**src/sv/cylinder_point_projection_defines.svh**
```systemverilog
// Assertion helpers for the projection block.
`ifndef CYLINDER_POINT_PROJECTION_DEFINES_SVH
`define CYLINDER_POINT_PROJECTION_DEFINES_SVH

// same-cycle implication
`define CPP_ASSERT_NOW(lbl, ante, cons) \
  lbl: assert property (@(posedge clk) disable iff (!rst_n) (ante) |-> (cons)) \
    else $error("cylinder_point_projection: check failed");

// next-cycle implication
`define CPP_ASSERT_NEXT(lbl, ante, cons) \
  lbl: assert property (@(posedge clk) disable iff (!rst_n) (ante) |=> (cons)) \
    else $error("cylinder_point_projection: check failed");

`endif

```
**src/sv/cpp_pkg.sv**
```systemverilog
`default_nettype none
package cpp_pkg;

  localparam int CW = 32;
  localparam int RW = CW - 1;
  localparam int PW = 2 * CW;

  localparam logic [RW-1:0] HALF_LENGTH_RST = 31'd65536;
  localparam logic [RW-1:0] RADIUS_RST      = 31'd65536;

  typedef enum logic {
    REG_HALF_LENGTH = 1'b0,
    REG_RADIUS      = 1'b1
  } cfg_reg_t;

  typedef struct packed {
    logic signed [CW-1:0] coord_x;
    logic signed [CW-1:0] coord_y;
    logic signed [CW-1:0] coord_z;
  } cpp_in_t;

  typedef struct packed {
    logic                 inside_flag;
    logic signed [CW-1:0] proj_x;
    logic signed [CW-1:0] proj_y;
    logic signed [CW-1:0] proj_z;
  } cpp_out_t;

  typedef struct packed {
    logic          x_neg;
    logic          y_neg;
    logic          z_neg;
    logic          in_x;
    logic          in_yz;
    logic [CW-1:0] raw_x;
    logic [CW-1:0] raw_y;
    logic [CW-1:0] raw_z;
    logic [CW-1:0] xm;
    logic [CW-1:0] root;
    logic [CW-1:0] qy;
    logic [CW-1:0] qz;
    logic [PW-1:0] rem_sq;
    logic [PW-1:0] rem_y;
    logic [PW-1:0] rem_z;
  } cpp_tok_t;

  function automatic logic [CW-1:0] mag_of(input logic [CW-1:0] v);
    return v[CW-1] ? (~v + 1'b1) : v;
  endfunction

  function automatic logic [CW-1:0] encode(input logic neg, input logic [CW-1:0] m);
    return neg ? (~m + 1'b1) : m;
  endfunction

endpackage
`default_nettype wire

```
**src/sv/cpp_back.sv**
```systemverilog
`default_nettype none
module cpp_back import cpp_pkg::*; (
  input  wire logic          clk,
  input  wire logic          rst_n,
  input  wire logic [RW-1:0] half_length,
  input  wire logic [RW-1:0] radius,
  input  wire logic          in_valid,
  output logic               in_ready,
  input  wire cpp_tok_t      in_tok,
  output logic               out_valid,
  input  wire logic          out_ready,
  output cpp_out_t           out_word
);

  logic          v_r;
  cpp_out_t      word_r;
  cpp_out_t      word_nxt;
  logic [CW-1:0] n, hl_w, rad_w, sy, sz;
  logic [CW:0]   qy1, qz1;
  logic [PW:0]   n_w;
  logic          rnd_y, rnd_z, cap, n_zero;

  assign n      = in_tok.root;
  assign n_w    = (PW+1)'(n);
  assign hl_w   = {1'b0, half_length};
  assign rad_w  = {1'b0, radius};
  assign n_zero = n == '0;

  assign rnd_y = ({1'b0, in_tok.rem_y} <= n_w) && ({in_tok.rem_y, 1'b0} >= n_w);
  assign rnd_z = ({1'b0, in_tok.rem_z} <= n_w) && ({in_tok.rem_z, 1'b0} >= n_w);
  assign qy1   = {1'b0, in_tok.qy} + (CW+1)'(rnd_y);
  assign qz1   = {1'b0, in_tok.qz} + (CW+1)'(rnd_z);
  assign sy    = (qy1 > {1'b0, rad_w}) ? rad_w : qy1[CW-1:0];
  assign sz    = (qz1 > {1'b0, rad_w}) ? rad_w : qz1[CW-1:0];
  assign cap   = (hl_w - in_tok.xm) < (rad_w - n);

  always_comb begin
    word_nxt.inside_flag = in_tok.in_x && in_tok.in_yz;
    word_nxt.proj_x      = in_tok.raw_x;
    word_nxt.proj_y      = in_tok.raw_y;
    word_nxt.proj_z      = in_tok.raw_z;
    if (!in_tok.in_x) begin
      word_nxt.proj_x = encode(in_tok.x_neg, hl_w);
    end
    if (!in_tok.in_yz) begin
      word_nxt.proj_y = encode(in_tok.y_neg, sy);
      word_nxt.proj_z = encode(in_tok.z_neg, sz);
    end else if (in_tok.in_x) begin
      if (cap) begin
        word_nxt.proj_x = encode(in_tok.x_neg || (in_tok.xm == '0), hl_w);
      end else if (n_zero) begin
        word_nxt.proj_y = rad_w;
        word_nxt.proj_z = '0;
      end else begin
        word_nxt.proj_y = encode(in_tok.y_neg, sy);
        word_nxt.proj_z = encode(in_tok.z_neg, sz);
      end
    end
  end

  assign in_ready = !v_r || out_ready;

  always_ff @(posedge clk) begin
    if (!rst_n) begin
      v_r <= 1'b0;
    end else if (in_ready) begin
      v_r <= in_valid;
    end
  end

  always_ff @(posedge clk) begin
    if (in_ready && in_valid) begin
      word_r <= word_nxt;
    end
  end

  assign out_valid = v_r;
  assign out_word  = word_r;

endmodule
`default_nettype wire

```
**config.mk**
```make
export PLATFORM = sky130hd
export DESIGN_NAME = cpp_back
export DESIGN_NICKNAME = d
export VERILOG_FILES = /design/src/sv/cylinder_point_projection_defines.svh /design/src/sv/cpp_pkg.sv /design/src/sv/cpp_back.sv
export SDC_FILE = /design/constraint.sdc
export NUM_CORES = 1
export LEC_CHECK = 0
export BUFFER_PORTS_ARGS = -buffer_cell sky130_fd_sc_hd__buf_4
export CAP_MARGIN = 5
export CORE_AREA = 8 8 223 225
export DETAILED_ROUTE_END_ITERATION = 10
export DIE_AREA = 0 0 231 233
export GPL_ROUTABILITY_DRIVEN = 1
export SYNTH_ARGS = -nofsm -noshare
export SYNTH_HDL_FRONTEND = slang
export SYNTH_SLANG_ARGS = --single-unit
```
**constraint.sdc**
```tcl
create_clock -name clk -period 21.4 [get_ports clk]
set_input_delay 2.14 -clock clk [delete_from_list [all_inputs] [get_ports clk]]
set_output_delay 2.14 -clock clk [all_outputs]
set_load 0.02 [all_outputs]
```
=== Word-level counts from Yosys, hierarchy flattened ===
Index checks and enable logic that the tools add are counted.

* Register bits: 98
* Input bits: 487

* Add/subtract/negate cells: 7
* $lt $le $gt $ge: 7
* Muxes and demuxes: 13
* Bitwise gates (word level): 3
* Reductions and logical operators: 9

{| class="wikitable"
|+ Operators with widths
! operator !! count
|-
| two-way mux 32 bit || 9
|-
| two-way mux 64 bit || 3
|-
| greater-or-equal comparator 65 x 32 -> 1 bit || 2
|-
| less-or-equal comparator 64 x 32 -> 1 bit || 2
|-
| adder 32 x 1 -> 32 bit, second input constant || 3
|-
| two-way mux 96 bit || 1
|-
| adder 32 x 1 -> 33 bit || 2
|-
| greater-than comparator 33 x 31 -> 1 bit || 2
|-
| zero test 32 bit || 2
|-
| NOT 32 bit || 2
|-
| subtractor 31 x 32 -> 32 bit || 2
|-
| < comparator 32 bit || 1
|-
| NOT 31 -> 32 bit || 1
|-
| logical AND 1 bit || 4
|-
| logical OR 1 bit || 2
|-
| zero test 1 bit || 1
|}

=== Logic depth before layout (Yosys ltp) ===
Gate-level depths: netlist of the first run.

* Depth in word-level cells: 12
* Gate-level depth with buffers: 42

=== Worst setup path before layout of the first run ===
OpenSTA, ideal clock, no wires.

* Path type: input-to-reg
* Start point: input port in_tok[257] (netlist bit)
* End point: register word_r (netlist bit out_word[60]) (data pin)
* Arrival time: 9454 ps
* Data required time: 21128 ps
* Path slack: 11674 ps
* Stages: 39
* Buffers on the path: 3
* Cells stage by stage: inv_1 > ha_1 > nor2b_1 > o21a_1 > o21a_1 > o21a_1 > o21a_1 > o21a_1 > o2111ai_1 > a211o_1 > a21o_1 > a221oi_1 > ha_1 > ha_1 > nand4_1 > nor2_1 > and3_1 > clkbuf_1 > (+3 left out) > a21oi_1 > o211ai_1 > a21oi_1 > o211ai_1 > o21bai_1 > nand2_1 > buf_2 > buf_2 > a21oi_1 > ha_1 > nand2_1 > or4_1 > or4_1 > or4_1 > o21ai_0 > a41oi_1 > xor2_1 > o22ai_1

{| class="wikitable"
|+ RTL lines
! what !! line !! source
|-
| start, declared || cpp_back.sv:9 || <nowiki>input wire cpp_tok_t in_tok,</nowiki>
|-
| end signal, assigned || cpp_back.sv:73 || <nowiki>word_r <= word_nxt;</nowiki>
|-
| end, declared || cpp_back.sv:16 || <nowiki>cpp_out_t word_r;</nowiki>
|}

==> flow_summary.json, run 1 <==
{
  "fin_hold_ws_ns": 0.632,
  "syn_inst": 2364,
  "synth_area_leaders": "ha_1 (20%), edfxtp_1 (16%), xnor2_1 (7.1%)",
  "setup_violations": 0,
  "drc": 0,
  "cts_hold_buf": 0,
  "synth_seq_cells": 98,
  "clk_pin_slew_ns": 0.08,
  "critPathSlowestCell": "nor3_1",
  "syn_area_per_cell_um2": 7.71,
  "synth-edff-count": 97,
  "p_per_area_nw_per_um2": 44.3,
  "drive_above_1_share_pct": 21.4,
  "dpl-instance-area_um2": 22600,
  "yosys.area.top_type": "ha_1",
  "areaGrowthSynthToFinish_pct": 25.6,
  "totalWireLength_mm": 83.3,
  "clock_latency_ns": 0.40,
  "cpPeakStageDelay_ns": 0.75,
  "fmax_ghz": 0.0881,
  "synth_area_um2": 18200,
  "place_inst": 3417,
  "wire_per_inst_um": 24.3,
  "ios": 586,
  "ctsRootBufferMaster": "clkbuf_16",
  "maxCapViolations": 0,
  "final_hold_viol_count": 0,
  "cts_resized": 0,
  "cts_sinks": 98,
  "cts_tree": "built",
  "worst_hold_path_type": "flop to flop",
  "synth.distinct_cells": 88,
  "tightest_slew_ns": 1.26,
  "routabilityCongestion": 0.939,
  "end_kind": "flop",
  "required_ns": 21.48,
  "track_usage_pct": 29.6,
  "p_comb_share_pct": 58.7,
  "die_w_um": 231,
  "swShare_pct": 43.1,
  "start_kind": "input pin",
  "post_cts_buffers": 0,
  "grt-ovfl-total": 0,
  "min_period_over_period_pct": 53.0,
  "finalInstanceArea_um2": 22900,
  "rsz0062_at_grt": "no",
  "internal-power_mw": 0.577,
  "core-area_um2": 46100,
  "fillers": 4630,
  "synthesis.nets": 3141,
  "antenna_found_initial": 4,
  "slew_violations": 0,
  "fin_crit_ns": 11.35,
  "cp_common_cell": "o21a_1",
  "fp.dieH_um": 233,
  "numCtsBuffers": 9,
  "total_power_mw": 1.01,
  "yosys.area_share.adder_pct": 20.0,
  "die-area_um2": 53800,
  "htree_levels": 3,
  "crit_fanout": 40,
  "synth_ff_type": "edfxtp_1",
  "rows": 79,
  "cp_data_arrival_time_ns": 11.43,
  "drt_iter0_markers": 1935,
  "synth.top_cell.area_share_pct": 19.8,
  "post_synth_mux_area_share_pct": 1.70,
  "antenna_left": 0,
  "port_buffers": 521,
  "yosysWarnings": 0,
  "start_util_pct": 39.6,
  "grt_pass1_vias": 20089,
  "switching_power_mw": 0.437,
  "synth-compound-area-share_pct": 24.5,
  "synthXorXnorAreaFrac_pct": 9.43,
  "fin_cells": 3436,
  "skew_ns": 0.0138,
  "grt_pass1_wl_mm": 124,
  "async_flop_share_pct": 0,
  "ir_drop_mv": 0.0347,
  "tns_ns": 0,
  "synth_top_family_by_area": "compound AO/OA/AOI/OAI gates",
  "first_pass_iters": 6,
  "vias": 20506,
  "dpl.hpwl_mm": 69.4,
  "cts.path.max_buffers": 2,
  "p_leak_nw": 10.2,
  "ys_seq_area_share_pct": 16.1,
  "seqPwrFrac_pct": 25.0,
  "nets": 3598,
  "power.share.clock_pct": 16.3,
  "viasPerCell": 5.97,
  "synth_simple_gate_area_share_pct": 23.1,
  "slew_headroom_pct": 15.1,
  "worstSetupPathType": "input pin to flop",
  "status": "completed",
  "grt_max_degree": 73
}
==> critical path: cells and delay by family <==
family | cells | cell delay (ns)
xor gates and xnor gates | 2 | 0.49
and+or+nand+nor | 13 | 3.83
AOI/OAI and AO/OA | 17 | 3.21
adders and majority gates | 4 | 1.09
buffers and inverters | 3 | 0.64
==> cell type report <==
class | instances | area (um^2) | share of cell area, %
Antenna cell | 3 | 7.51 | 0.0328
Clock buffer | 11 | 233 | 1.02
Clock inverter | 5 | 40.0 | 0.175
Inverter | 148 | 556 | 2.43
Multi-Input combinational cell | 2031 | 14400 | 62.7
Sequential cell | 98 | 2930 | 12.8
Tap cell | 607 | 759 | 3.32
Timing Repair Buffer | 533 | 4000 | 17.5
==> cell families after synthesis <==
family,after synthesis
simple gates,814
fa+ha+maj,290
compound gates,703
flops,98
xor+xnor,194
buf+inv,235
mux,30
==> routing by layer <==
layer	vias up	global-route usage (%)	part of all wire, %
met5	-	0	0
met4	0	9.96	3.3
met3	115	4.81	7.2
met2	940	48.1	45
met1	9678	39.5	44
li1	9773	-	-
==> metrics by stage <==
stage	setup slack, ns	utilization (%)
after floorplan	11.67	-
after global placement	9.77	49.1
after detailed placement	9.83	49.1
after CTS	10.21	49.7
after global routing	9.45	49.7
final	10.05	49.7
==> registers in the layout (all words and copies together) (netlist names) <==
signal,flops
out_word,97
out_valid,1
==> cell usage in the layout (no fill, tap or decap), types with 8 or more instances in the layout <==
cell | synthesis | routed
nand2_1 | 214 | 214
or4_1 | 15 | 15
nor4_1 | 55 | 55
a31oi_1 | 19 | 19
a32o_1 | 15 | 15
or3_1 | 30 | 30
o22ai_1 | 22 | 22
and4_1 | 18 | 18
nand4_1 | 66 | 66
a211oi_1 | 15 | 15
o21bai_1 | 11 | 11
o21ai_0 | 165 | 164
nor2b_1 | 30 | 30
inv_1 | 148 | 148
xnor2_1 | 148 | 148
nand2b_1 | 35 | 35
a31o_2 | 18 | 18
or2_2 | 11 | 12
nor3_1 | 60 | 60
o211ai_1 | 23 | 23
mux2i_1 | 23 | 23
o31ai_1 | 17 | 17
nand3_1 | 73 | 73
o21a_1 | 32 | 32
and2_1 | 11 | 10
a21o_1 | 59 | 59
a22oi_1 | 22 | 22
xor2_1 | 45 | 45
a21oi_1 | 207 | 206
nor2_1 | 144 | 143
and3_1 | 20 | 20
edfxtp_1 | 97 | 97
o41ai_1 | 8 | 8
clkbuf_16 | 0 | 9
buf_4 | 2 | 533
ha_1 | 288 | 288
==> worst paths after layout <==
path	from	to	slack (ns)	depth (start not counted)
worst max-delay path	in_tok[257]	out_word[60]	10.05	39
worst min-delay path	out_valid	out_valid	0.63	2
worst max register to register	out_valid	out_word[38]	19.20	3
worst min register to register	out_valid	out_valid	0.63	2
==> Yosys cell counts, types with 32 or more instances <==
cell and number:
nor3_1 60, nand2b_1 35, a21o_1 59, nand4_1 66, nor4_1 55, nand2_1 214, o21ai_0 165, nor2_1 144
o21a_1 32, edfxtp_1 97, nand3_1 73, xor2_1 45, inv_1 148, xnor2_1 148, a21oi_1 207, clkbuf_1 57
ha_1 288
==> power by group through the flow <==
stage | sequential, mW | clock (mW) | combinational [mW]
6_report | 0.253 | 0.165 | 0.595
5_1_grt | 0.255 | 0.175 | 0.651
4_1_cts | 0.253 | 0.169 | 0.589
3_5_place_dp | 0.257 | 0 | 0.586
3_3_place_gp | 0.257 | 0 | 0.576
2_1_floorplan | 0.288 | 0 | 0.324
No activity file was read; power rests on OpenSTA's default activity.
==> run 2: changes to the inputs <==
PLACE_DENSITY = 0.67   (was not set)
clock period = 9.8 ns   (was 21.4 ns; I/O delays follow)
==> run 2 against run 1 <==
  * Sequential share of layout area decreased by 0.11 points
  * Critical path depth down 1
  * Setup slack worse by 9.4 ns
  * Power up 120%
  * Worst hold slack worse by 0.065 ns
  * Clock-buffer cell count is 2 lower
  * Register-to-register slack worse by 12 ns
  * Utilization grew 0.41 points
  * Final cell count up 0.79%
  * Sequential power rose by 120%
  * Design area up 0.83%
  * Critical path type unchanged
  * Largest cell class unchanged
  * Highest routed layer is now met5
==> flow_summary.json, run 2 (synthesis results as in run 1) <==
{
  "slew_headroom_pct": 17.9,
  "core-area_um2": 46100,
  "power.share.clock_pct": 16.0,
  "clock_latency_ns": 0.40,
  "cts_resized": 0,
  "required_ns": 9.89,
  "rows": 79,
  "viasPerCell": 5.97,
  "track_usage_pct": 29.3,
  "dpl.hpwl_mm": 69.7,
  "ir_drop_mv": 0.104,
  "fp.dieH_um": 233,
  "cts_sinks": 98,
  "largest_reg_flops": 97,
  "numCtsBuffers": 9,
  "grt_pass1_vias": 20503,
  "internal-power_mw": 1.26,
  "areaGrowthSynthToFinish_pct": 26.7,
  "ios": 586,
  "ctsRootBufferMaster": "clkbuf_16",
  "htree_levels": 3,
  "cts_tree": "built",
  "port_buffers": 521,
  "switching_power_mw": 0.953,
  "first_pass_iters": 6,
  "fmax_ghz": 0.110,
  "fin_crit_ns": 9.13,
  "drc": 0,
  "finalInstanceArea_um2": 23100,
  "routabilityCongestion": 0.977,
  "seqPwrFrac_pct": 25.0,
  "die_w_um": 231,
  "swShare_pct": 43.0,
  "rsz0062_at_grt": "no",
  "start_kind": "input pin",
  "worstSetupPathType": "input pin to flop",
  "skew_ns": 0.0159,
  "totalWireLength_mm": 82.8,
  "grt_pass1_wl_mm": 123,
  "cp_data_arrival_time_ns": 9.22,
  "start_util_pct": 39.6,
  "end_kind": "flop",
  "tightest_slew_ns": 1.22,
  "critPathSlowestCell": "or4_1",
  "utilization_pct": 50.1,
  "nets": 3624,
  "fillers": 4587,
  "post_cts_buffers": 0,
  "drt_iter0_markers": 2003,
  "min_period_over_period_pct": 93.2,
  "cpPeakStageDelay_ns": 0.55,
  "die-area_um2": 53800,
  "p_comb_share_pct": 59.1,
  "worst_hold_path_type": "flop to flop",
  "vias": 20669,
  "p_per_area_nw_per_um2": 96.0,
  "final_hold_viol_count": 0,
  "grt_max_degree": 76,
  "maxCapViolations": 0,
  "cts_hold_buf": 0,
  "status": "completed",
  "setup_violations": 0,
  "antenna_left": 0,
  "antenna_found_initial": 5,
  "cts.path.max_buffers": 2,
  "clk_pin_slew_ns": 0.07,
  "mostFrequentLayoutCells": "buf_4 (559), ha_1 (288), nand2_1 (214)",
  "tns_ns": 0,
  "p_leak_nw": 10.3,
  "wire_per_inst_um": 23.9,
  "dpl-instance-area_um2": 22800,
  "layout_commonest_cell": "buf_4",
  "slew_violations": 0,
  "crit_fanout": 10,
  "drive_above_1_share_pct": 22.1,
  "grt-ovfl-total": 0
}
[run 2: power groups by stage]
stage               Sequential, mW  Clock, mW  Combinational [mW]
detailed placement           0.562          0                1.29
global route                 0.558      0.375                1.43
finish                       0.553      0.354                1.31
global placement             0.561          0                1.26
floorplan                    0.629          0               0.708
CTS                          0.553      0.362                1.29
[run 2: through the flow]
step	worst slack [ns]	cells	hold WS [ns]	total power, mW
2_1_floorplan	1.23	2364	0.750	1.34
3_5_place_dp	0.361	3443	0.569	1.85
3_3_place_gp	0.398	3443	0.560	1.82
5_1_grt	0.0927	3463	0.613	2.36
6_report	0.670	3463	0.567	2.22
4_1_cts	0.745	3459	0.579	2.21
[run 2: final timing paths]
kind	startpoint	end	slack [ns]	cells after the start
worst max-delay path	in_tok[257]	out_word[60]	0.67	38
worst min-delay path	out_valid	out_valid	0.57	2
worst max register to register	out_valid	out_word[70]	7.68	3
worst min register to register	out_valid	out_valid	0.57	2
[run 2: layout make-up]
type / count / area (um^2) / area share [%]
well taps: 607 / 759 / 3.29
flip-flops and latches: 98 / 2930 / 12.7
clock inverters: 7 / 43.8 / 0.190
repair buffers: 559 / 4200 / 18.2
multi-input cells: 2031 / 14400 / 62.2
diodes: 4 / 10.0 / 0.0434
clock buffers: 9 / 225 / 0.976
inverters: 148 / 556 / 2.41
[run 2: critical path, delay by kind of cell]
kind / cells / cell delay, ns
buffers and inverters: 3 / 0.42
adders and majority gates: 5 / 1.41
xor gates and xnor gates: 2 / 0.64
and+or+nand+nor: 13 / 3.23
AOI/OAI and AO/OA: 15 / 2.53
[run 2: metal layers]
| layer | part of all wire (%) | global-route usage (%) | vias up |
|---|---|---|---|
| li1 | - | - | 9839 |
| met1 | 42 | 38.1 | 9598 |
| met2 | 44 | 46.9 | 1069 |
| met3 | 8.9 | 6.20 | 161 |
| met4 | 4.2 | 12.2 | 2 |
| met5 | 0.016 | 0 | - |
