===== src/sv/cylinder_point_projection_defines.svh =====
// Assertion helpers for the projection block.
`ifndef CYLINDER_POINT_PROJECTION_DEFINES_SVH
`define CYLINDER_POINT_PROJECTION_DEFINES_SVH

// same-cycle implication
`define CPP_ASSERT_NOW(lbl, ante, cons) \
  lbl: assert property (@(posedge clk) disable iff (!rst_n) (ante) |-> (cons)) \
    else $error("cylinder_point_projection: check failed");

// next-cycle implication
`define CPP_ASSERT_NEXT(lbl, ante, cons) \
  lbl: assert property (@(posedge clk) disable iff (!rst_n) (ante) |=> (cons)) \
    else $error("cylinder_point_projection: check failed");

`endif


===== src/sv/cpp_pkg.sv =====
`default_nettype none
package cpp_pkg;

  localparam int CW = 32;
  localparam int RW = CW - 1;
  localparam int PW = 2 * CW;

  localparam logic [RW-1:0] HALF_LENGTH_RST = 31'd65536;
  localparam logic [RW-1:0] RADIUS_RST      = 31'd65536;

  typedef enum logic {
    REG_HALF_LENGTH = 1'b0,
    REG_RADIUS      = 1'b1
  } cfg_reg_t;

  typedef struct packed {
    logic signed [CW-1:0] coord_x;
    logic signed [CW-1:0] coord_y;
    logic signed [CW-1:0] coord_z;
  } cpp_in_t;

  typedef struct packed {
    logic                 inside_flag;
    logic signed [CW-1:0] proj_x;
    logic signed [CW-1:0] proj_y;
    logic signed [CW-1:0] proj_z;
  } cpp_out_t;

  typedef struct packed {
    logic          x_neg;
    logic          y_neg;
    logic          z_neg;
    logic          in_x;
    logic          in_yz;
    logic [CW-1:0] raw_x;
    logic [CW-1:0] raw_y;
    logic [CW-1:0] raw_z;
    logic [CW-1:0] xm;
    logic [CW-1:0] root;
    logic [CW-1:0] qy;
    logic [CW-1:0] qz;
    logic [PW-1:0] rem_sq;
    logic [PW-1:0] rem_y;
    logic [PW-1:0] rem_z;
  } cpp_tok_t;

  function automatic logic [CW-1:0] mag_of(input logic [CW-1:0] v);
    return v[CW-1] ? (~v + 1'b1) : v;
  endfunction

  function automatic logic [CW-1:0] encode(input logic neg, input logic [CW-1:0] m);
    return neg ? (~m + 1'b1) : m;
  endfunction

endpackage
`default_nettype wire


===== src/sv/cpp_sqrt_cell.sv =====
`default_nettype none
module cpp_sqrt_cell import cpp_pkg::*; #(
  parameter int BIT = 0
) (
  input  wire logic     clk,
  input  wire logic     rst_n,
  input  wire logic     in_valid,
  output logic          in_ready,
  input  wire cpp_tok_t in_tok,
  output logic          out_valid,
  input  wire logic     out_ready,
  output cpp_tok_t      out_tok
);

  logic          v_r;
  cpp_tok_t      tok_r;
  cpp_tok_t      tok_nxt;
  logic [PW:0]   trial;
  logic          take;

  assign trial = ((PW+1)'(in_tok.root) << (BIT + 1)) + ((PW+1)'(1) << (2 * BIT));
  assign take  = {1'b0, in_tok.rem_sq} >= trial;

  always_comb begin
    tok_nxt = in_tok;
    if (take) begin
      tok_nxt.rem_sq    = in_tok.rem_sq - trial[PW-1:0];
      tok_nxt.root[BIT] = 1'b1;
    end
  end

  assign in_ready = !v_r || out_ready;

  always_ff @(posedge clk) begin
    if (!rst_n) begin
      v_r <= 1'b0;
    end else if (in_ready) begin
      v_r <= in_valid;
    end
  end

  always_ff @(posedge clk) begin
    if (in_ready && in_valid) begin
      tok_r <= tok_nxt;
    end
  end

  assign out_valid = v_r;
  assign out_tok   = tok_r;

endmodule
`default_nettype wire


===== config.mk =====
export PLATFORM = sky130hd
export DESIGN_NAME = cpp_sqrt_cell
export DESIGN_NICKNAME = d
export VERILOG_FILES = /design/src/sv/cylinder_point_projection_defines.svh /design/src/sv/cpp_pkg.sv /design/src/sv/cpp_sqrt_cell.sv
export SDC_FILE = /design/constraint.sdc
export NUM_CORES = 1
export LEC_CHECK = 0
export ABC_AREA = 1
export ABC_CLOCK_PERIOD_IN_PS = 20500
export BUFFER_PORTS_ARGS = -buffer_cell sky130_fd_sc_hd__buf_2
export CAP_MARGIN = 20
export CORE_AREA = 2 2 331 333
export CTS_BUF_LIST = sky130_fd_sc_hd__clkbuf_16
export DETAILED_ROUTE_END_ITERATION = 10
export DIE_AREA = 0 0 333 335
export REMOVE_ABC_BUFFERS = 1
export SYNTH_ARGS = -nofsm -noshare
export SYNTH_HDL_FRONTEND = slang
export SYNTH_SLANG_ARGS = --single-unit

===== constraint.sdc =====
create_clock -name clk -period 20.5 [get_ports clk]
set_input_delay 1.025 -clock clk [delete_from_list [all_inputs] [get_ports clk]]
set_output_delay 1.025 -clock clk [all_outputs]
set_load 0.005 [all_outputs]

* Word level (Yosys, flattened, before mapping)
Index checks and enable logic that the tools add are counted.
** Storage, ports and cells
- Register bits after elaboration :: 422
- Input bits :: 425
** Operators by class
- Add/subtract/negate cells :: 2
- Reductions and logical operators :: 3
- Order comparisons :: 1
- Mux-type cells :: 1
** Operators by type and width (count)
- >= comparator 64 x 34 -> 1 bit :: 1
- two-way mux 64 bit :: 1
- subtractor 64 x 34 -> 64 bit :: 1
- adder 33 x 1 -> 34 bit, second input constant :: 1
- logical AND 1 bit :: 1
- zero test 1 bit :: 1
- logical OR 1 bit :: 1

* Depth between registers and ports, before layout
Gate-level depths: netlist of run 1.
- Depth after elaboration :: 3
- Depth in mapped cells :: 15
- Gate-level depth less buffers :: 15

* Worst setup path before layout of run 1
Ideal clock, no wire load.
- Path kind :: input to register
- Start point :: in in_valid
- End point :: reg tok_r, in the netlist out_tok[0], enable pin
- Path buffers :: 0
- Slack :: -2.059 ns
- Library setup time :: 1.344 ns
- Data arrival time :: 21.215 ns
- Stages :: 2
- Cells stage by stage :: inv_1 -> a21oi_1
** On the way
- Cells in the longest elaborated chain, start to end :: 1
** Ends and longest elaborated chain
- from (decl) :: line cpp_sqrt_cell.sv:7 : input wire logic in_valid,
- logical AND 1 bit :: line cpp_sqrt_cell.sv:43 : if (in_ready && in_valid) begin
- to (signal assigned) :: line cpp_sqrt_cell.sv:44 : tok_r <= tok_nxt;
- to (decl) :: line cpp_sqrt_cell.sv:16 : cpp_tok_t tok_r;
No other way between the ends.
A chain may end at the register's enable or synchronous reset.

* Worst setup path in the final report of run 1
- Start point :: in out_ready
- End point :: reg tok_r, in the netlist out_tok[316], enable pin
** On the way
- Cells in the longest elaborated chain, start to end :: 2
** Ends and longest elaborated chain
- from (decl) :: line cpp_sqrt_cell.sv:11 : input wire logic out_ready,
- logical OR 1 bit :: line cpp_sqrt_cell.sv:32 : assign in_ready = !v_r || out_ready;
- logical AND 1 bit :: line cpp_sqrt_cell.sv:43
No other way between the ends.

==> results of run 1 <==
-- registers in the layout, summed over array words and instances, names as in the netlist --
name	flops
out_tok	421
out_valid	1
-- cells in the mapped netlist, drive strengths merged --
| master | n |
|---|---|
| clkbuf | 1 |
| o21ai | 24 |
| xnor2 | 20 |
| nand3b | 2 |
| xor2 | 10 |
| nand3 | 53 |
| edfxtp | 421 |
| buf | 9 |
| nand2 | 450 |
| o21a | 1 |
| a21boi | 1 |
| nand4 | 8 |
| ha | 33 |
| a21o | 1 |
| or2 | 3 |
| inv | 219 |
| dfxtp | 1 |
| o21bai | 2 |
| a21oi | 55 |
| nor2 | 120 |
| nor3 | 17 |
| fa | 1 |
-- metal layers --
| layer | global-route usage | vias up |
|---|---|---|
| li1 | - | 6658 |
| met1 | 0.217 | 7103 |
| met2 | 0.299 | 815 |
| met3 | 0.112 | 201 |
| met4 | 0.0469 | 46 |
| met5 | 0 | - |
-- through the flow --
stage	instance area, sq um	setup TNS [ps]	setup slack [ps]	total power, W
after floorplan	17400	-866900	-2060	0.00120
after global placement	23500	0	15020	0.00136
after detailed placement	23500	0	14990	0.00136
after CTS	25300	0	15700	0.00234
after global routing	25300	0	15410	0.00239
final	25300	0	15690	0.00231
-- cells by family (layout without fill, tap and decap cells) --
group / Yosys count / in the layout
simple gates: 653 / 653
flops: 422 / 422
buf+inv: 229 / 1168
compound gates: 84 / 84
fa+ha+maj: 34 / 34
xor+xnor: 30 / 30
other cells: 0 / 20
-- power groups by stage --
stage	registers, W	clock network (W)	logic, W
6_report	0.00104	0.000972	0.000292
5_1_grt	0.00105	0.00103	0.000317
4_1_cts	0.00104	0.00100	0.000300
3_5_place_dp	0.00106	0	0.000298
3_3_place_gp	0.00106	0	0.000297
2_1_floorplan	0.00110	0	0.0000969
-- final cells by class --
class / count / area share
antenna: 20 / 0.00198
clock buffer: 52 / 0.0514
clock inverter: 43 / 0.0193
inverter: 219 / 0.0324
multi-input combinational: 801 / 0.156
sequential: 422 / 0.500
tap: 1414 / 0.0698
timing repair buffer: 854 / 0.170
-- worst paths after layout --
path | from | endpoint | cells past startpoint
min | in_tok[221] | out_tok[221] | 1
max reg2reg | out_valid | out_tok[316] | 5
min reg2reg | out_valid | out_valid | 2
max | out_ready | out_tok[316] | 7
-- cell usage in the layout, fill, tap and decap left out, types with 10 or more instances in the layout --
master	netlist	final
nand3_1	52	52
nor2_1	114	114
edfxtp_1	421	421
inv_1	217	224
o21ai_1	11	11
diode_2	0	20
nand2_1	442	442
clkbuf_16	0	52
xnor2_1	20	20
o21ai_2	10	10
buf_2	0	847
nor3_1	15	15
a21oi_1	24	23
ha_1	33	33
a21oi_2	30	30
xor2_1	10	10
==> metrics.log, run 1 <==
[metrics] run status: completed
[metrics] Max VDD drop: 0.0549 mV
[metrics] number of placed I/O pins: 848
[metrics] floorplan row count: 121
[metrics] cell repeated most along the worst path: buf_4
[metrics] largest family of logic cells by synthesized area: simple AND/OR/NAND/NOR gates
[metrics] mux contribution to synthesized area: 0
[metrics] Buf+Inv Stages, Crit Path: 6
[metrics] ratio of routed vias to standard cells: ~3.9
[metrics] CTS root buf: clkbuf_16
[metrics] largest net degree at the start of global routing: between 150 and 200
[metrics] number of antenna violations at the first check in global routing: 103
[metrics] Post-Synthesis Cells: between 1k and 1.5k
[metrics] post-cts sizing count: 0
[metrics] slowest stage delay, CP: ~840 ps
[metrics] final-report max-slew violation count: 0
[metrics] Worst Hold Margin: 555 ps
[metrics] critical path required time: 20750 ps
[metrics] number of max-cap violations: 0
[metrics] CTS Buffer Depth: 3
[metrics] worst clock skew: 24.9 ps
[metrics] H-tree depth reported by CTS: 2
[metrics] hold buffers post-CTS: 0
[metrics] highest attainable clock frequency: 208 MHz
[metrics] area share of the largest cell type after synthesis: 0.721
[metrics] routed length per instance: ~29 um
[metrics] clock sinks: between 400 and 500
[metrics] Pwr Density: 91.1 nW/um^2
[metrics] Post-route DRC: 0
[metrics] 1st-iter DRT viols: 1139
[metrics] met2 layer wire length in the routed design: between 40 and 50 mm
[metrics] buffers inserted by post-CTS timing repair: 0
[metrics] non-filler cells, final: about 3.8k
[metrics] clock-pin slew reported for the worst setup and hold paths after clock tree synthesis: 70 ps
[metrics] post-DP HPWL: 94.9 mm
[metrics] number of distinct library cell variants in the gate-level netlist after synthesis: 36
[metrics] clock group share of total power: 0.421
[metrics] type of the setup path with the least slack: in2reg
[metrics] hold violation count in the final report: 0
[metrics] first-pass GRT wire length: 137 mm
[metrics] mean cell area of the mapped netlist: between 10 and 15 sq um
[metrics] clock buffers created by TritonCTS: 51
[metrics] leakage power: between 10 and 15 nW
[metrics] yosys synthesis warning count: 0
[metrics] register area share after synthesis: 0.722
[metrics] cell total after placement: 3710
[metrics] ordered list of cells on the worst path: buf_2 > inv_1 > a21oi_4 > buf_4 > buf_4 > buf_4 > buf_4
[metrics] fraction of the mapped netlist area in compound gates: 0.0339
[metrics] proportion of power drawn by combinational gates: 0.127
[metrics] fraction of the mapped netlist area in adder cells: 0.0247
[metrics] number of buffers added on ports: between 800 and 900
[metrics] via count of the first global-routing pass: 14.2k
[metrics] data arrival time at the worst-slack endpoint: 5060 ps
[metrics] internal reg-to-reg setup slack: 15870 ps
[metrics] final estimated routing congestion in global placement: 0.970
[metrics] normalized max-slew margin: 0.236
[metrics] final setup fails: 0
[metrics] total global-route track usage: 0.189
[metrics] share of the core filled with cells: 0.234
[metrics] die width: 333 um
[metrics] remaining antenna violation count: 0
[metrics] type of origin of the critical path: primary input
[metrics] Area growth, synth to finish: 44.6%
[metrics] Final Cycle Share: 0.235
[metrics] Hold Crit Class: in2reg
[metrics] power dissipated by switching net loads: 0.000617 W
[metrics] area of the die: ~110000 sq um
[metrics] Core ar.: about 110000 sq um
[metrics] routed wire length on met3: 16.7 mm
[metrics] FF+latch count, synth: ~420
[metrics] combined area of the multi-input logic cells: 3940 sq um
[metrics] register area: roughly 13000 sq um
[metrics] clock tree from TritonCTS: done
[metrics] number of iterations in the first detailed-routing pass: 5
[metrics] fillcell total: 11.8k
[metrics] slowest stage cell, crit path: buf_4
[metrics] post-detailed-routing wire length: 110 mm
[metrics] total global routing overflow: 0
[metrics] wl on met1: 40.8 mm
[metrics] highest net fanout along the worst path: 70
[metrics] worst-margin pin slew: 1150 ps
[metrics] initial core utilization: 0.162
[metrics] vias after detailed routing: around 15k
[metrics] parity-gate share of the synthesized area counting xor and xnor cells: 0.0150
[metrics] Int Power: 0.00169 W
[metrics] simple-gate share of the synthesized area: 0.151
[metrics] crit path capture type: flop
[metrics] layout cells sized above 1: 0.419
[metrics] Crit path max-delay family: buffers and inverters
[metrics] minimum clock period: 4810 ps
[metrics] largest area contributor in the synthesized netlist: edfxtp_1
[metrics] synth top area cells: edfxtp_1, nand2_1, inv_1, nor2_1, ha_1
[metrics] Highest Signal Layer: met5
[metrics] height of the die: 335 um
[metrics] Syn Std Cell Area: 17500 sq um
[metrics] setup repair after global routing missed its margin: false
[metrics] sequential cell fraction of total power: 0.452
[metrics] Post-layout nets: 2808
[metrics] switching part of the total: 0.267
[metrics] clock network latency to the later pin of the worst-skew pair: around 640 ps
Power figures use the tool's default switching activity.
==> run 2, diff against run 1 <==
--- a/config.mk
+++ b/config.mk
@@ -6,7 +6,7 @@
 export NUM_CORES = 1
 export LEC_CHECK = 0
 export ABC_AREA = 1
-export ABC_CLOCK_PERIOD_IN_PS = 20500
+export ABC_CLOCK_PERIOD_IN_PS = 4300
 export BUFFER_PORTS_ARGS = -buffer_cell sky130_fd_sc_hd__buf_2
 export CAP_MARGIN = 20
 export CORE_AREA = 2 2 331 333
==> constraint.sdc (replaced) <==
create_clock -name clk -period 4.3 [get_ports clk]
set_input_delay 0.215 -clock clk [delete_from_list [all_inputs] [get_ports clk]]
set_output_delay 0.215 -clock clk [all_outputs]
set_load 0.005 [all_outputs]
==> metrics.log, run 2 (synthesized netlist as in run 1, its figures left out) <==
[metrics] run status: completed
[metrics] area of the die: between 100000 and 150000 sq um
[metrics] largest net degree at the start of global routing: 131
[metrics] final-report max-slew violation count: 0
[metrics] Hold Crit Class: in2reg
[metrics] hold violation count in the final report: 0
[metrics] Pwr Density: between 300 and 400 nW/um^2
[metrics] Setup crit start: in_tok[273]
[metrics] routed wire length on met3: 16.5 mm
[metrics] total global-route track usage: 0.200
[metrics] post-detailed-routing wire length: 116 mm
[metrics] clock-pin slew reported for the worst setup and hold paths after clock tree synthesis: 60 ps
[metrics] critical path required time: 4660 ps
[metrics] normalized max-slew margin: 0.449
[metrics] Crit path max-delay family: buffers and inverters
[metrics] die width: about 330 um
[metrics] initial core utilization: 0.162
[metrics] Core ar.: 108000 sq um
[metrics] layout cells sized above 1: 0.357
[metrics] buffers inserted by post-CTS timing repair: 0
[metrics] post-DP HPWL: 97.2 mm
[metrics] remaining antenna violation count: 0
[metrics] Area growth, synth to finish: 69.0%
[metrics] number of max-cap violations: 0
[metrics] commonest cells after routing, fill and taps aside: buf_2, nand2_1, dlygate4sd3_1
[metrics] worst min-delay path endpoint: out_tok[146]
[metrics] Non-Filler Cell Area, Final: slightly below 30000 sq um
[metrics] worst-margin pin slew: between 800 and 900 ps
[metrics] Final Cycle Share: 0.725
[metrics] minimum clock period: 3120 ps
[metrics] total global routing overflow: 0
[metrics] Highest Signal Layer: met5
[metrics] Min-Delay Path Depth: 3
[metrics] min setup slack post-route: roughly 1200 ps
[metrics] number of buffers added on ports: 847
[metrics] Max VDD drop: 0.246 mV
[metrics] cell repeated most along the worst path: nand2_1
[metrics] first-pass GRT wire length: 149 mm
[metrics] data arrival time at the worst-slack endpoint: around 3500 ps
[metrics] met2 layer wire length in the routed design: 51.6 mm
[metrics] height of the die: 335 um
[metrics] H-tree depth reported by CTS: 2
[metrics] highest attainable clock frequency: about 320 MHz
[metrics] clock network latency to the later pin of the worst-skew pair: 640 ps
[metrics] Post-route DRC: 0
[metrics] wl on met1: 44.1 mm
[metrics] Critical R2R Capture: out_tok[133]
[metrics] 1st-iter DRT viols: 1200
[metrics] floorplan row count: about 120
[metrics] final estimated routing congestion in global placement: 1.00
[metrics] Buf+Inv Stages, Crit Path: 5
[metrics] count of cells along the worst register-to-register path: 3
[metrics] number of flip-flops under the largest register name: ~420
[metrics] number of iterations in the first detailed-routing pass: 6
[metrics] number of placed I/O pins: roughly 850
[metrics] routed length per instance: 27.2 um
[metrics] internal reg-to-reg setup slack: roughly 2100 ps
[metrics] crit path capture type: flop
[metrics] slowest stage cell, crit path: dlygate4sd3_1
[metrics] Place WS: 1160 ps
[metrics] source of the worst hold timing path: in_tok[146]
[metrics] TNS Setup: 0 ps
[metrics] setup repair after global routing missed its margin: false
[metrics] most common library cell in the layout ignoring fill and taps: buf_2
[metrics] vias after detailed routing: 16.3k
[metrics] ordered list of cells on the worst path: dlygate4sd3_1 > buf_2 > inv_1 > ha_1 > nand2_1 > inv_1 > nand2_1 > nand2_1 > nand2_1 > nand2_1 > a21oi_1 > nand2_2 > a21oi_4 > buf_4 > o21ai_1
[metrics] post-cts sizing count: 0
[metrics] CTS root buf: clkbuf_16
[metrics] type of origin of the critical path: primary input
[metrics] Worst Hold Margin: 78.7 ps
[metrics] worst clock skew: approximately 16 ps
[metrics] Reg2Reg Launch Point: out_valid
[metrics] slowest stage delay, CP: slightly above 600 ps
[metrics] number of antenna violations at the first check in global routing: 63
[metrics] clock tree from TritonCTS: done
[metrics] CTS Buffer Depth: 3
[metrics] type of the setup path with the least slack: in2reg
[metrics] clock sinks: about 420
[metrics] area of placed instances: 23600 sq um
[metrics] via count of the first global-routing pass: roughly 16k
[metrics] clock buffers created by TritonCTS: 54
[metrics] ratio of routed vias to standard cells: 3.83
[metrics] highest net fanout along the worst path: 32
[metrics] leakage power: 13.0 nW
[metrics] final setup fails: 0
[metrics] Post-layout nets: 3239
[metrics] post-layout total power: 0.0113 W
[metrics] hold buffers post-CTS: between 400 and 500
==> run 2: changes by cell type in the layout (fill, tap and decap cells not counted), sizes merged <==
| cell | change |
|---|---|
| buf | +6 |
| diode | +9 |
| bufinv | -3 |
| clkinvlp | +3 |
| clkbuf | +2 |
| clkinv | +5 |
| inv | -2 |
| dlygate4sd3 | +422 |
==> run 2: worst max path at each step <==
stage / end / slack, ps / cells after the start
finish: out_tok[140] / 1180 / 15
global route: out_tok[140] / 910 / 15
CTS: out_tok[140] / 1180 / 15
detailed placement: out_tok[140] / 1160 / 14
global placement: out_tok[141] / 1130 / 14
floorplan: out_tok[0] / -17550 / 1
==> run 2: report_power, final <==
group	total (W)	switching, W	internal (W)
Sequential	0.00495	0.0000876	0.00486
Combinational	0.00180	0.00106	0.000744
Clock	0.00460	0.00200	0.00260
==> run 2: worst reg2reg max path, stage by stage, from the launching register on <==
cell     delay [ps]
dfxtp_1         350
a21oi_4         540
buf_12          310
buf_4           560
==> run 2: cell type report <==
type	instances	area, sq um
Antenna cell	29	72.6
Clock buffer	54	1350
Clock inverter	46	390
Fill cell	11400	78500
Inverter	219	822
Multi-Input combinational cell	801	3940
Sequential cell	422	12700
Tap cell	1414	1770
Timing Repair Buffer	1282	8610
==> run 2: per-layer routing <==
| layer | GRT usage | vias up |
|---|---|---|
| met4 | 0.0551 | 30 |
| met5 | 0 | - |
| met2 | 0.313 | 718 |
| met1 | 0.229 | 7904 |
| met3 | 0.121 | 149 |
| li1 | - | 7536 |
==> run 2: stage by stage <==
| stage | util | instances |
|---|---|---|
| after global placement | 0.218 | 3716 |
| after floorplan | - | 1442 |
| after global routing | 0.274 | 4254 |
| final | 0.274 | 4267 |
| after detailed placement | 0.218 | 3716 |
| after CTS | 0.273 | 4238 |
